==> config.mk <==
export PLATFORM = sky130hd
export DESIGN_NAME = indexed_list_engine
export DESIGN_NICKNAME = d
export VERILOG_FILES = /design/src/ile_pkg.sv /design/src/ile_ram.sv /design/src/indexed_list_engine.sv
export SDC_FILE = /design/constraint.sdc
export NUM_CORES = 1
export LEC_CHECK = 0
export ABC_AREA = 1
export BUFFER_PORTS_ARGS = -buffer_cell sky130_fd_sc_hd__buf_2
export CAP_MARGIN = 10
export CELL_PAD_IN_SITES_DETAIL_PLACEMENT = 1
export CELL_PAD_IN_SITES_GLOBAL_PLACEMENT = 1
export CORE_MARGIN = 10
export CORE_UTILIZATION = 30
export CTS_BUF_LIST = sky130_fd_sc_hd__clkbuf_8 sky130_fd_sc_hd__clkbuf_16
export DETAILED_ROUTE_END_ITERATION = 10
export PLACE_DENSITY = 0.57
export SYNTH_ARGS = -nofsm -noshare
export SYNTH_HDL_FRONTEND = slang
export SYNTH_SLANG_ARGS = --single-unit
==> constraint.sdc <==
create_clock -name clock -period 12.1 [get_ports clock]
set_input_delay 0 -clock clock [delete_from_list [all_inputs] [get_ports clock]]
set_output_delay 0 -clock clock [all_outputs]
set_load 0.1 [all_outputs]
==> src/ile_pkg.sv <==
// Shared definitions for the indexed list engine: parameter defaults,
// request codes and status codes. No dependencies.

package ile_pkg;

   localparam int DEPTH_DEFAULT     = 16;
   localparam int WORD_BITS_DEFAULT = 32;

   localparam int REQ_TYPE_BITS  = 3;
   localparam int POSITION_BITS  = 4;
   localparam int ITEM_BITS      = 32;
   localparam int LIST_SIZE_BITS = 5;
   localparam int STATUS_BITS    = 2;

   localparam logic [REQ_TYPE_BITS-1:0] OP_APPEND    = 3'd0;
   localparam logic [REQ_TYPE_BITS-1:0] OP_INSERT    = 3'd1;
   localparam logic [REQ_TYPE_BITS-1:0] OP_UPDATE    = 3'd2;
   localparam logic [REQ_TYPE_BITS-1:0] OP_DEL_VALUE = 3'd3;
   localparam logic [REQ_TYPE_BITS-1:0] OP_DEL_INDEX = 3'd4;
   localparam logic [REQ_TYPE_BITS-1:0] OP_CLEAR     = 3'd5;
   localparam logic [REQ_TYPE_BITS-1:0] OP_READ      = 3'd6;

   localparam logic [STATUS_BITS-1:0] ST_OK      = 2'd0;
   localparam logic [STATUS_BITS-1:0] ST_FULL    = 2'd1;
   localparam logic [STATUS_BITS-1:0] ST_RANGE   = 2'd2;
   localparam logic [STATUS_BITS-1:0] ST_MISSING = 2'd3;

endpackage

==> src/ile_ram.sv <==
// Generic single-clock RAM: one write port, one read port, registered read.
// No dependencies.

module ile_ram #(
   parameter int WIDTH = 32,
   parameter int DEPTH = 16
) (
   input  logic                     clock,
   input  logic                     wr_en,
   input  logic [$clog2(DEPTH)-1:0] wr_addr,
   input  logic [WIDTH-1:0]         wr_data,
   input  logic                     rd_en,
   input  logic [$clog2(DEPTH)-1:0] rd_addr,
   output logic [WIDTH-1:0]         rd_data
);

   logic [WIDTH-1:0] mem_ff [DEPTH];
   logic [WIDTH-1:0] rd_data_ff;

   always_ff @(posedge clock) begin
      if (wr_en) begin
         mem_ff[wr_addr] <= wr_data;
      end
      if (rd_en) begin
         rd_data_ff <= mem_ff[rd_addr];
      end
   end

   assign rd_data = rd_data_ff;

endmodule

==> src/indexed_list_engine.sv <==
// Indexed list engine top level: request sequencer, entry count and result
// register. Depends on ile_pkg and on ile_ram for the entry store.
//
//   Channel   | Ports                                          | Handshake
//   ----------+------------------------------------------------+---------------------------
//   request   | req_type, req_position, req_item_value         | start, taken when !busy
//   response  | rsp_read_value, rsp_list_size, rsp_status      | rsp_strobe, one cycle
//
// Every request beat produces exactly one response beat; for a request that raises
// busy, the beat appears in the same cycle that busy falls. Append, update, clear,
// the unused code, an insert at the end, a delete of the last entry and every
// request refused by the full, range or empty-list check answer in the cycle
// after acceptance without raising busy; a read raises busy while it waits in
// S_READ_WAIT for the RAM word. An insert below the end, a delete by index below
// the last entry and a delete by value on a non-empty list hold busy while they
// walk through the entry RAM with at most one read and one write per cycle. Reset
// is synchronous and empties the list; the RAM contents are not cleared. The
// receiver cannot stall: each response is shown for a single cycle.

module indexed_list_engine #(
   parameter int DEPTH     = ile_pkg::DEPTH_DEFAULT,
   parameter int WORD_BITS = ile_pkg::WORD_BITS_DEFAULT
) (
   input  logic                                     clock,
   input  logic                                     reset,
   input  logic                                     start,
   output logic                                     busy,
   input  logic        [ile_pkg::REQ_TYPE_BITS-1:0] req_type,
   input  logic        [ile_pkg::POSITION_BITS-1:0] req_position,
   input  logic signed [ile_pkg::ITEM_BITS-1:0]     req_item_value,
   output logic                                     rsp_strobe,
   output logic signed [ile_pkg::ITEM_BITS-1:0]     rsp_read_value,
   output logic        [ile_pkg::LIST_SIZE_BITS-1:0] rsp_list_size,
   output logic        [ile_pkg::STATUS_BITS-1:0]   rsp_status
);

   localparam int AW    = $clog2(DEPTH);
   localparam int CW    = $clog2(DEPTH + 1);
   localparam int CMP_W = (CW > ile_pkg::POSITION_BITS + 1) ? CW : ile_pkg::POSITION_BITS + 1;

   typedef enum logic [5:0] {
      S_IDLE       = 6'b000001,
      S_READ_WAIT  = 6'b000010,
      S_SHIFT_UP   = 6'b000100,
      S_PUT        = 6'b001000,
      S_SHIFT_DOWN = 6'b010000,
      S_SEARCH     = 6'b100000
   } state_type;

   state_type state_ff, state_in;

   logic [CW-1:0]        count_ff, count_in;
   logic [CW-1:0]        idx_ff, idx_in;
   logic [CW-1:0]        pos_ff, pos_in;
   logic [WORD_BITS-1:0] val_ff, val_in;

   logic                                 rsp_strobe_ff, rsp_fire;
   logic signed [ile_pkg::ITEM_BITS-1:0] rsp_value_ff, rsp_value_in;
   logic [ile_pkg::LIST_SIZE_BITS-1:0]   rsp_size_ff;
   logic [ile_pkg::STATUS_BITS-1:0]      rsp_status_ff, rsp_status_in;

   logic                 ram_wr_en, ram_rd_en;
   logic [AW-1:0]        ram_wr_addr, ram_rd_addr;
   logic [WORD_BITS-1:0] ram_wr_data, ram_rd_data;

   logic [CMP_W-1:0]     pos_ext, count_ext;
   logic [WORD_BITS-1:0] req_word;
   logic                 full;
   logic                 idx_has_next;

   // The item value is sign-extended or truncated to the stored word width.
   assign req_word     = WORD_BITS'(req_item_value);
   assign pos_ext      = CMP_W'(req_position);
   assign count_ext    = CMP_W'(count_ff);
   assign full         = (count_ff == CW'(DEPTH));
   assign idx_has_next = ((idx_ff + CW'(1)) < count_ff);

   ile_ram #(
      .WIDTH (WORD_BITS),
      .DEPTH (DEPTH)
   ) u_entries (
      .clock   (clock),
      .wr_en   (ram_wr_en),
      .wr_addr (ram_wr_addr),
      .wr_data (ram_wr_data),
      .rd_en   (ram_rd_en),
      .rd_addr (ram_rd_addr),
      .rd_data (ram_rd_data)
   );

   // Sequencer. The RAM read is registered, so the shift walks write the word
   // that arrived while already reading the next one.
   always_comb begin
      state_in      = state_ff;
      count_in      = count_ff;
      idx_in        = idx_ff;
      pos_in        = pos_ff;
      val_in        = val_ff;
      ram_wr_en     = 1'b0;
      ram_wr_addr   = AW'(idx_ff);
      ram_wr_data   = val_ff;
      ram_rd_en     = 1'b0;
      ram_rd_addr   = AW'(idx_ff);
      rsp_fire      = 1'b0;
      rsp_status_in = ile_pkg::ST_OK;
      rsp_value_in  = '0;

      unique case (state_ff)
         S_IDLE: begin
            if (start) begin
               pos_in = CW'(req_position);
               val_in = req_word;
               unique case (req_type)
                  ile_pkg::OP_APPEND: begin
                     rsp_fire = 1'b1;
                     if (full) begin
                        rsp_status_in = ile_pkg::ST_FULL;
                     end else begin
                        ram_wr_en   = 1'b1;
                        ram_wr_addr = AW'(count_ff);
                        ram_wr_data = req_word;
                        count_in    = count_ff + CW'(1);
                     end
                  end
                  ile_pkg::OP_INSERT: begin
                     if (full) begin
                        rsp_fire      = 1'b1;
                        rsp_status_in = ile_pkg::ST_FULL;
                     end else if (pos_ext > count_ext) begin
                        rsp_fire      = 1'b1;
                        rsp_status_in = ile_pkg::ST_RANGE;
                     end else if (pos_ext == count_ext) begin
                        // Inserting at the end is an append.
                        rsp_fire    = 1'b1;
                        ram_wr_en   = 1'b1;
                        ram_wr_addr = AW'(count_ff);
                        ram_wr_data = req_word;
                        count_in    = count_ff + CW'(1);
                     end else begin
                        ram_rd_en   = 1'b1;
                        ram_rd_addr = AW'(count_ff - CW'(1));
                        idx_in      = count_ff - CW'(1);
                        state_in    = S_SHIFT_UP;
                     end
                  end
                  ile_pkg::OP_UPDATE: begin
                     rsp_fire = 1'b1;
                     if (pos_ext >= count_ext) begin
                        rsp_status_in = ile_pkg::ST_RANGE;
                     end else begin
                        ram_wr_en   = 1'b1;
                        ram_wr_addr = AW'(req_position);
                        ram_wr_data = req_word;
                     end
                  end
                  ile_pkg::OP_DEL_VALUE: begin
                     if (count_ff == '0) begin
                        rsp_fire      = 1'b1;
                        rsp_status_in = ile_pkg::ST_MISSING;
                     end else begin
                        ram_rd_en   = 1'b1;
                        ram_rd_addr = '0;
                        idx_in      = '0;
                        state_in    = S_SEARCH;
                     end
                  end
                  ile_pkg::OP_DEL_INDEX: begin
                     if (pos_ext >= count_ext) begin
                        rsp_fire      = 1'b1;
                        rsp_status_in = ile_pkg::ST_RANGE;
                     end else if ((pos_ext + CMP_W'(1)) < count_ext) begin
                        ram_rd_en   = 1'b1;
                        ram_rd_addr = AW'(pos_ext + CMP_W'(1));
                        idx_in      = CW'(pos_ext + CMP_W'(1));
                        state_in    = S_SHIFT_DOWN;
                     end else begin
                        // Last entry: nothing to close up.
                        rsp_fire = 1'b1;
                        count_in = count_ff - CW'(1);
                     end
                  end
                  ile_pkg::OP_CLEAR: begin
                     rsp_fire = 1'b1;
                     count_in = '0;
                  end
                  ile_pkg::OP_READ: begin
                     if (pos_ext >= count_ext) begin
                        rsp_fire      = 1'b1;
                        rsp_status_in = ile_pkg::ST_RANGE;
                     end else begin
                        ram_rd_en   = 1'b1;
                        ram_rd_addr = AW'(req_position);
                        state_in    = S_READ_WAIT;
                     end
                  end
                  default: begin
                     rsp_fire = 1'b1;
                  end
               endcase
            end
         end
         S_READ_WAIT: begin
            rsp_fire     = 1'b1;
            rsp_value_in = ile_pkg::ITEM_BITS'($signed(ram_rd_data));
            state_in     = S_IDLE;
         end
         S_SHIFT_UP: begin
            ram_wr_en   = 1'b1;
            ram_wr_addr = AW'(idx_ff + CW'(1));
            ram_wr_data = ram_rd_data;
            if (idx_ff == pos_ff) begin
               state_in = S_PUT;
            end else begin
               ram_rd_en   = 1'b1;
               ram_rd_addr = AW'(idx_ff - CW'(1));
               idx_in      = idx_ff - CW'(1);
            end
         end
         S_PUT: begin
            ram_wr_en   = 1'b1;
            ram_wr_addr = AW'(pos_ff);
            ram_wr_data = val_ff;
            count_in    = count_ff + CW'(1);
            rsp_fire    = 1'b1;
            state_in    = S_IDLE;
         end
         S_SHIFT_DOWN: begin
            ram_wr_en   = 1'b1;
            ram_wr_addr = AW'(idx_ff - CW'(1));
            ram_wr_data = ram_rd_data;
            if (idx_has_next) begin
               ram_rd_en   = 1'b1;
               ram_rd_addr = AW'(idx_ff + CW'(1));
               idx_in      = idx_ff + CW'(1);
            end else begin
               count_in = count_ff - CW'(1);
               rsp_fire = 1'b1;
               state_in = S_IDLE;
            end
         end
         S_SEARCH: begin
            if (ram_rd_data == val_ff) begin
               // First match found: close the gap it leaves.
               if (idx_has_next) begin
                  ram_rd_en   = 1'b1;
                  ram_rd_addr = AW'(idx_ff + CW'(1));
                  idx_in      = idx_ff + CW'(1);
                  state_in    = S_SHIFT_DOWN;
               end else begin
                  count_in = count_ff - CW'(1);
                  rsp_fire = 1'b1;
                  state_in = S_IDLE;
               end
            end else if (idx_has_next) begin
               ram_rd_en   = 1'b1;
               ram_rd_addr = AW'(idx_ff + CW'(1));
               idx_in      = idx_ff + CW'(1);
            end else begin
               rsp_fire      = 1'b1;
               rsp_status_in = ile_pkg::ST_MISSING;
               state_in      = S_IDLE;
            end
         end
         default: begin
            state_in = S_IDLE;
         end
      endcase
   end

   always_ff @(posedge clock) begin
      if (reset) begin
         state_ff      <= S_IDLE;
         count_ff      <= '0;
         rsp_strobe_ff <= 1'b0;
      end else begin
         state_ff      <= state_in;
         count_ff      <= count_in;
         rsp_strobe_ff <= rsp_fire;
      end
   end

   always_ff @(posedge clock) begin
      idx_ff <= idx_in;
      pos_ff <= pos_in;
      val_ff <= val_in;
      if (rsp_fire) begin
         rsp_value_ff  <= rsp_value_in;
         rsp_size_ff   <= ile_pkg::LIST_SIZE_BITS'(count_in);
         rsp_status_ff <= rsp_status_in;
      end
   end

   assign busy           = (state_ff != S_IDLE);
   assign rsp_strobe     = rsp_strobe_ff;
   assign rsp_read_value = rsp_value_ff;
   assign rsp_list_size  = rsp_size_ff;
   assign rsp_status     = rsp_status_ff;

   // The list never holds more entries than the store has rows.
   a_count_bounded: assert property (@(posedge clock) disable iff (reset)
      count_ff <= CW'(DEPTH))
      else $error("entry count exceeds depth");

   // A response beat only ever appears once the sequencer is back at rest.
   a_strobe_idle: assert property (@(posedge clock) disable iff (reset)
      rsp_strobe_ff |-> (state_ff == S_IDLE))
      else $error("response beat while the sequencer is walking");

   // The entry count moves only together with a response beat.
   a_count_with_rsp: assert property (@(posedge clock) disable iff (reset)
      (!$past(reset) && (count_ff != $past(count_ff))) |-> rsp_strobe_ff)
      else $error("entry count changed without a response");

   // A read answers and is back at rest in the cycle after S_READ_WAIT.
   a_read_done: assert property (@(posedge clock) disable iff (reset)
      (state_ff == S_READ_WAIT) |=> (rsp_strobe_ff && (state_ff == S_IDLE)))
      else $error("read did not answer after its RAM access");

   // The search and shift-down walks only ever touch live entries.
   a_walk_in_range: assert property (@(posedge clock) disable iff (reset)
      ((state_ff == S_SEARCH) || (state_ff == S_SHIFT_DOWN)) |-> (idx_ff < count_ff))
      else $error("walk index beyond the live entries");

endmodule

[After elaboration in Yosys (flattened, before gate mapping)]
Memory sizes are Yosys's and may differ from the RTL's. A register that Yosys moved wholly into a read port is not among the register bits.
Index checks and enable logic that the tools add are counted.
Storage, ports and cells
  register bits: 92
  bits in writable memories: 512
  input port bits: 42
  output and inout bits: 41
  logic and storage cells: 164
  memories: 1
Operators by class
  add/sub/neg operators: 5
  magnitude comparators: 4
  equality and inequality tests: 30
  multiplexer cells: 104
  reduce and logical (&&, ||, !) cells: 11
Memory list
  u_entries.mem_ff: depth 16, bits a word 32, rd ports 1, clocked after Yosys merged registers in 1, write ports 1, line ile_ram.sv:17  | logic [WIDTH-1:0] mem_ff [DEPTH];
Operators by type and width (count)
  32-bit 2-to-1 mux: 6
  32-bit case mux with 3 select lines: 1
  5-bit 2-to-1 mux: 19
  6-bit 2-to-1 mux: 11
  32-bit case mux with 2 select lines: 1
  4-bit 2-to-1 mux: 15
  6-bit case mux with 4 select lines: 2
  5-bit case mux with 4 select lines: 2
  32-bit == test: 1
  4-bit case mux with 4 select lines: 2
  5-bit case mux with 3 select lines: 2
  1-bit 2-to-1 mux: 26
  4-bit case mux with 3 select lines: 2
  3-bit inequality test, second input constant: 7
  2-bit 2-to-1 mux: 7
  11-bit AND reduction: 1
  5-bit by 1-bit adder with 5-bit output, second input constant: 2
  5-bit less-than comparator: 2
  10-bit AND reduction: 1
  5-bit by 1-bit subtractor with 5-bit output, second input constant: 2
  3-bit == test, second input constant: 3
  1-bit case mux with 3 select lines: 3
  1-bit case mux with 4 select lines: 2
  2-bit case mux with 4 select lines: 1
  other kinds (27): 33

[Depth between registers and ports, before layout]
  depth after elaboration: 9
  mapped depth: 23
  gate-level depth less buffers: 21

[Modules after synthesis]
From an unflattened synthesis, not the netlist that was laid out.
Unflattened totals
  cell total of the unflattened synthesis: 3084
  area, all modules: 29866.1 um^2
By module, submodules not included
  ile_ram: times used 1, cells each 2120, area an instance 23064.6 um^2, seq. area each 16335.7 um^2
  indexed_list_engine: times used 1, cells each 964, area an instance 6801.5 um^2, seq. area each 2642.5 um^2

[Worst setup path before layout]
OpenSTA, ideal clock, no wires.
  path type: flip-flop to flip-flop
  start point: register state_ff[4]
  end point: memory u_entries.mem_ff[10][0], enable pin
  library setup time: 0.421 ns
  arrival time: 4.410 ns
  slack: 7.269 ns
  stages on the path, launching flop included: 9
  buffers on the path: 0
  cell sequence: dfxtp_1 nor2_2 nand4_2 nor2_1 nand2_1 nor2_1 o22ai_1 or2_2 nor2_1
On the way
  word-level cells in the longest chain between the ends: 5
RTL lines
  from (decl): line indexed_list_engine.sv:50  | state_type state_ff, state_in;
  from (signal assigned): line indexed_list_engine.sv:276  | state_ff <= state_in;
  6-bit by 5-bit == test with 1-bit output (tied with other cells): line indexed_list_engine.sv:108  | unique case (state_ff)
  3-bit OR reduction (no source line)
  1-bit case mux with 2 select lines: line indexed_list_engine.sv:108
  1-bit 2-to-1 mux: line ile_ram.sv:21  | if (wr_en) begin
  1-bit 2-to-1 mux (implied by the code): line ile_ram.sv:22  | mem_ff[wr_addr] <= wr_data;
  to (decl): line ile_ram.sv:17
Several ways; a longest one is shown, not always the timed one.

[Worst setup path in the final report]
  start point: register idx_ff[0]
  end point: register u_entries.rd_data_ff[8], in the netlist u_entries.rd_data[8], read port of u_entries.mem_ff (data pin)
On the way
  word-level cells in the longest chain between the ends: 6
RTL lines
  from (decl): line indexed_list_engine.sv:53  | logic [CW-1:0] idx_ff, idx_in;
  from (signal assigned): line indexed_list_engine.sv:283  | idx_ff <= idx_in;
  branches (longest 6 deep; another with 5-bit by 1-bit adder with 5-bit output)
  to (decl): line ile_ram.sv:18  | logic [WIDTH-1:0] rd_data_ff;
Several ways; the timed one is not identified.
A chain may end at the register's enable or synchronous reset.

==> metrics.cfg <==
[floorplan]
core_region_area_um2=102000
dieWidth_um=340
num_io_pins=83
core.rowCount=117
dieHeight_um=340
initial_utilization_pct=30.2
floorplan.die_area_um2=115000

[detailed_routing]
detail_route.iter0.violations=1836
detailroute.via_count=23100
route.detailed.vias_per_inst=5.01
drc=0
routedWlPerCell_um=22.1
drtAntennaViolNets=0
drt_wl_total_um=102000
first_pass_iters=5

[place]
detailedPlacementHpwl_um=55900
port_buffers=82
place_worst_setup_slack_ns=6.00
gp_routability_congestion=0.840

[timing]
worst-slew-pin-transition_ns=1.11
fin_tns_setup_ns=0
timing_max_transition_violations_final=0
final.setup.worst_slack_ns=5.97
rsz0062_at_grt=no
finClkSkew_ns=0.0236
finalCritPeriodShare_pct=50.7
period_minus_slack_ns=6.13
relSlewSlack_pct=26.0
final_setup_violations=0
achievable-frequency_ghz=0.163
finalHoldViolations=0

[worst_setup_path]
cp_data_required_time_ns=12.43
crit_top_cell=nand2_1
end_kind=register
timing.setup.critical_path_class=register to register
critical_path.reg2reg.endpoint=u_entries.rd_data[8]$_DFFE_PP_
worstReg2RegStart=idx_ff[0]$_DFFE_PP_
cp_slowest_stage_delay_ns=0.99
worstRegToRegCells=18
crit_fanout=118
slowest_stage=nand3_4
setup.reg_to_reg.worst_slack_ns=5.97
crit_chain=inv_2 -> ha_1 -> ha_1 -> nand2_1 -> nor2_1 -> o21ai_1 -> nand3_1 -> inv_2 -> nand2_1 -> nand2_1 -> nand2_8 -> nand3_4 -> buf_4 -> nand2_1 -> nand3_1 -> nand3_1 -> nand3_1 -> nand2_1
critPathLaunchType=register
cp_data_arrival_time_ns=6.46

[synth]
yosysMostFrequentCell=inv_1
synth_area_um2=30700
synthesis.nets=3182
yosysSeqAreaShare_pct=61.8
post_synth.cell_area_avg_um2=9.83
synth_top_area_cell=edfxtp_1
yosys_most_used_dff=edfxtp_1
synth_edf_count=624
ys_warn_count=0
post_synth_inst_count=3122
yosysTopAreaCellShare_pct=61.1
netlist-cell-type-count=47
async_reset_ff_share_pct=0
ys_top_cells_by_area=edfxtp_1 (61%), nand3_1 (8.0%), inv_1 (7.9%)
ys_top_cells_by_count=inv_1 (643), edfxtp_1 (624), nand2_1 (530), nand3_1 (492), nand4_1 (279)
synthesized_flop_and_latch_total=636

[global_route]
grt_antenna_before_repair=3
grt-ovfl-total=0
groute.layer.met1.usage_pct=23.7
grt_first_pass_wirelength_um=152000
global_route.usage.total_pct=17.1
vias_in_the_first_global_route=23000
top_usage_layer=met2
largest_net_degree_at_the_start_of_global_routing=155
globalRouteMet3Util_pct=2.27
global_route.usage.met2_pct=27.9

[clocking]
cts_tree=done
ctsResizeCount=0
clock_insertion_delay_worst_skew_ns=0.61
clkSlewWorstSetupHoldPaths_ns=0.06
ctsHtreeMaxLevel=3
cts_sinks=636
cts_max_path_buffers=3
cts_root_buffer=clkbuf_16
cts_buffers=71

[run_status]
status=complete, no violations

[finish]
synthToLayoutAreaGrowth_pct=14.7
fill_cells=11400
antennaDiodeCount=0
layout-drive-gt1-share_pct=9.40
post-route-util_pct=34.6
finalNetCount=3251

[pwr]
power.density_cell_area_nw_per_um2=261
p_leak_uw=0.0146
max-vdd-ir-drop_mv=0.161

[hold_path]
timing.hold.worst.start=req_type[2]
hold-path-endpoint=state_ff[2]$_SDFFE_PP0P_
min_path_cells=6
hold_path.class=input pin to register

[run]
maxCapViolCount=0

[critical path: cells and delay by family (launching register included)]
kind	cells	cell delay (ns)
AND/OR/NAND/NOR	12	2.82
buffers and inverters	3	1.35
adder cells (fa/ha/maj)	2	0.73
flip-flops	1	0.70
AO/OA/AOI/OAI	1	0.07
[registers in the layout (all words and copies together), names as in the netlist]
name / cells
u_entries.mem_ff: 512
rsp_read_value: 32
u_entries.rd_data: 32
val_ff: 32
state_ff: 6
count_ext: 5
idx_ff: 5
rsp_list_size: 5
pos_ff: 4
rsp_status: 2
rsp_strobe: 1
[how the worst max path moves through the flow]
stage,from,end,depth (start not counted)
after floorplan,state_ff[4]$_SDFFE_PP0P_,u_entries.mem_ff[10][0]$_DFFE_PP_,8
after global placement,idx_ff[0]$_DFFE_PP_,u_entries.rd_data[8]$_DFFE_PP_,18
after detailed placement,idx_ff[0]$_DFFE_PP_,u_entries.rd_data[8]$_DFFE_PP_,18
after CTS,idx_ff[0]$_DFFE_PP_,u_entries.rd_data[8]$_DFFE_PP_,18
after global routing,idx_ff[0]$_DFFE_PP_,u_entries.rd_data[8]$_DFFE_PP_,18
final,idx_ff[0]$_DFFE_PP_,u_entries.rd_data[8]$_DFFE_PP_,18
[power by group]
part	leakage [µW]	internal, µW	switching (µW)	total (µW)
logic	0.00772	993	2960	3960
clock network	0.00114	1170	886	2060
registers	0.00578	3060	97.6	3160
total	0.0146	5230	3950	9170
[kinds of logic after synthesis]
group                      after synthesis  synth area share, %
muxes                                    1               0.0367
adders and majority gates               18                0.734
and+or+nand+nor                       1433                 22.3
xor gates and xnor gates                14                0.400
DFF                                    636                 61.8
buffers and inverters                  847                 11.1
AOI/OAI and AO/OA                      173                 3.64
[metrics by stage]
step	power [µW]	hold slack [ns]	std cells	instance area [µm²]
2_1_floorplan	5800	0.0989	3122	30700
3_3_place_gp	7120	0.193	4446	32600
3_5_place_dp	7150	0.194	4446	32600
4_1_cts	9240	0.0178	4610	35200
5_1_grt	9710	0.103	4611	35200
6_report	9170	0.0541	4611	35200
[metal layers]
layer	wire length [µm]	vias up
met5	0	-
met4	1920	0
met3	5450	112
met2	47300	596
met1	47400	11600
li1	-	10800
[placed cells by master, fill, tap and decap left out, types with 6 or more instances in the layout]
| master | count |
|---|---|
| a21oi_1 | 31 |
| a22oi_1 | 12 |
| a31oi_1 | 6 |
| buf_2 | 82 |
| buf_4 | 62 |
| clkbuf_16 | 73 |
| clkinv_1 | 22 |
| clkinv_2 | 7 |
| dfxtp_1 | 12 |
| dlygate4sd3_1 | 39 |
| edfxtp_1 | 624 |
| ha_1 | 18 |
| inv_1 | 662 |
| inv_2 | 12 |
| nand2_1 | 529 |
| nand3_1 | 490 |
| nand4_1 | 279 |
| nor2_1 | 76 |
| nor2_2 | 8 |
| nor2_4 | 22 |
| nor3_1 | 9 |
| o211ai_1 | 14 |
| o21ai_0 | 52 |
| o21ai_1 | 6 |
| o221ai_1 | 24 |
| o221ai_2 | 10 |
| o22ai_1 | 8 |
| xor2_1 | 10 |
[final cells by class]
cell class	count	area [µm²]	share of cell area, %
clock buffer	73	1830	5.19
multi-input combinational	1639	8590	24.4
inverter	659	2480	7.03
clock inverter	52	339	0.963
sequential	636	19000	53.9
timing repair buffer	184	1290	3.65
tap	1368	1710	4.86
[what timing repair did]
action / CTS / global route
endpoints found under the hold margin: 50 / 0
hold buffers: 39 / 0
setup endpoints to repair: 0 / 0
setup buffers: 0 / 0
No activity file was read; power rests on OpenSTA's default activity.
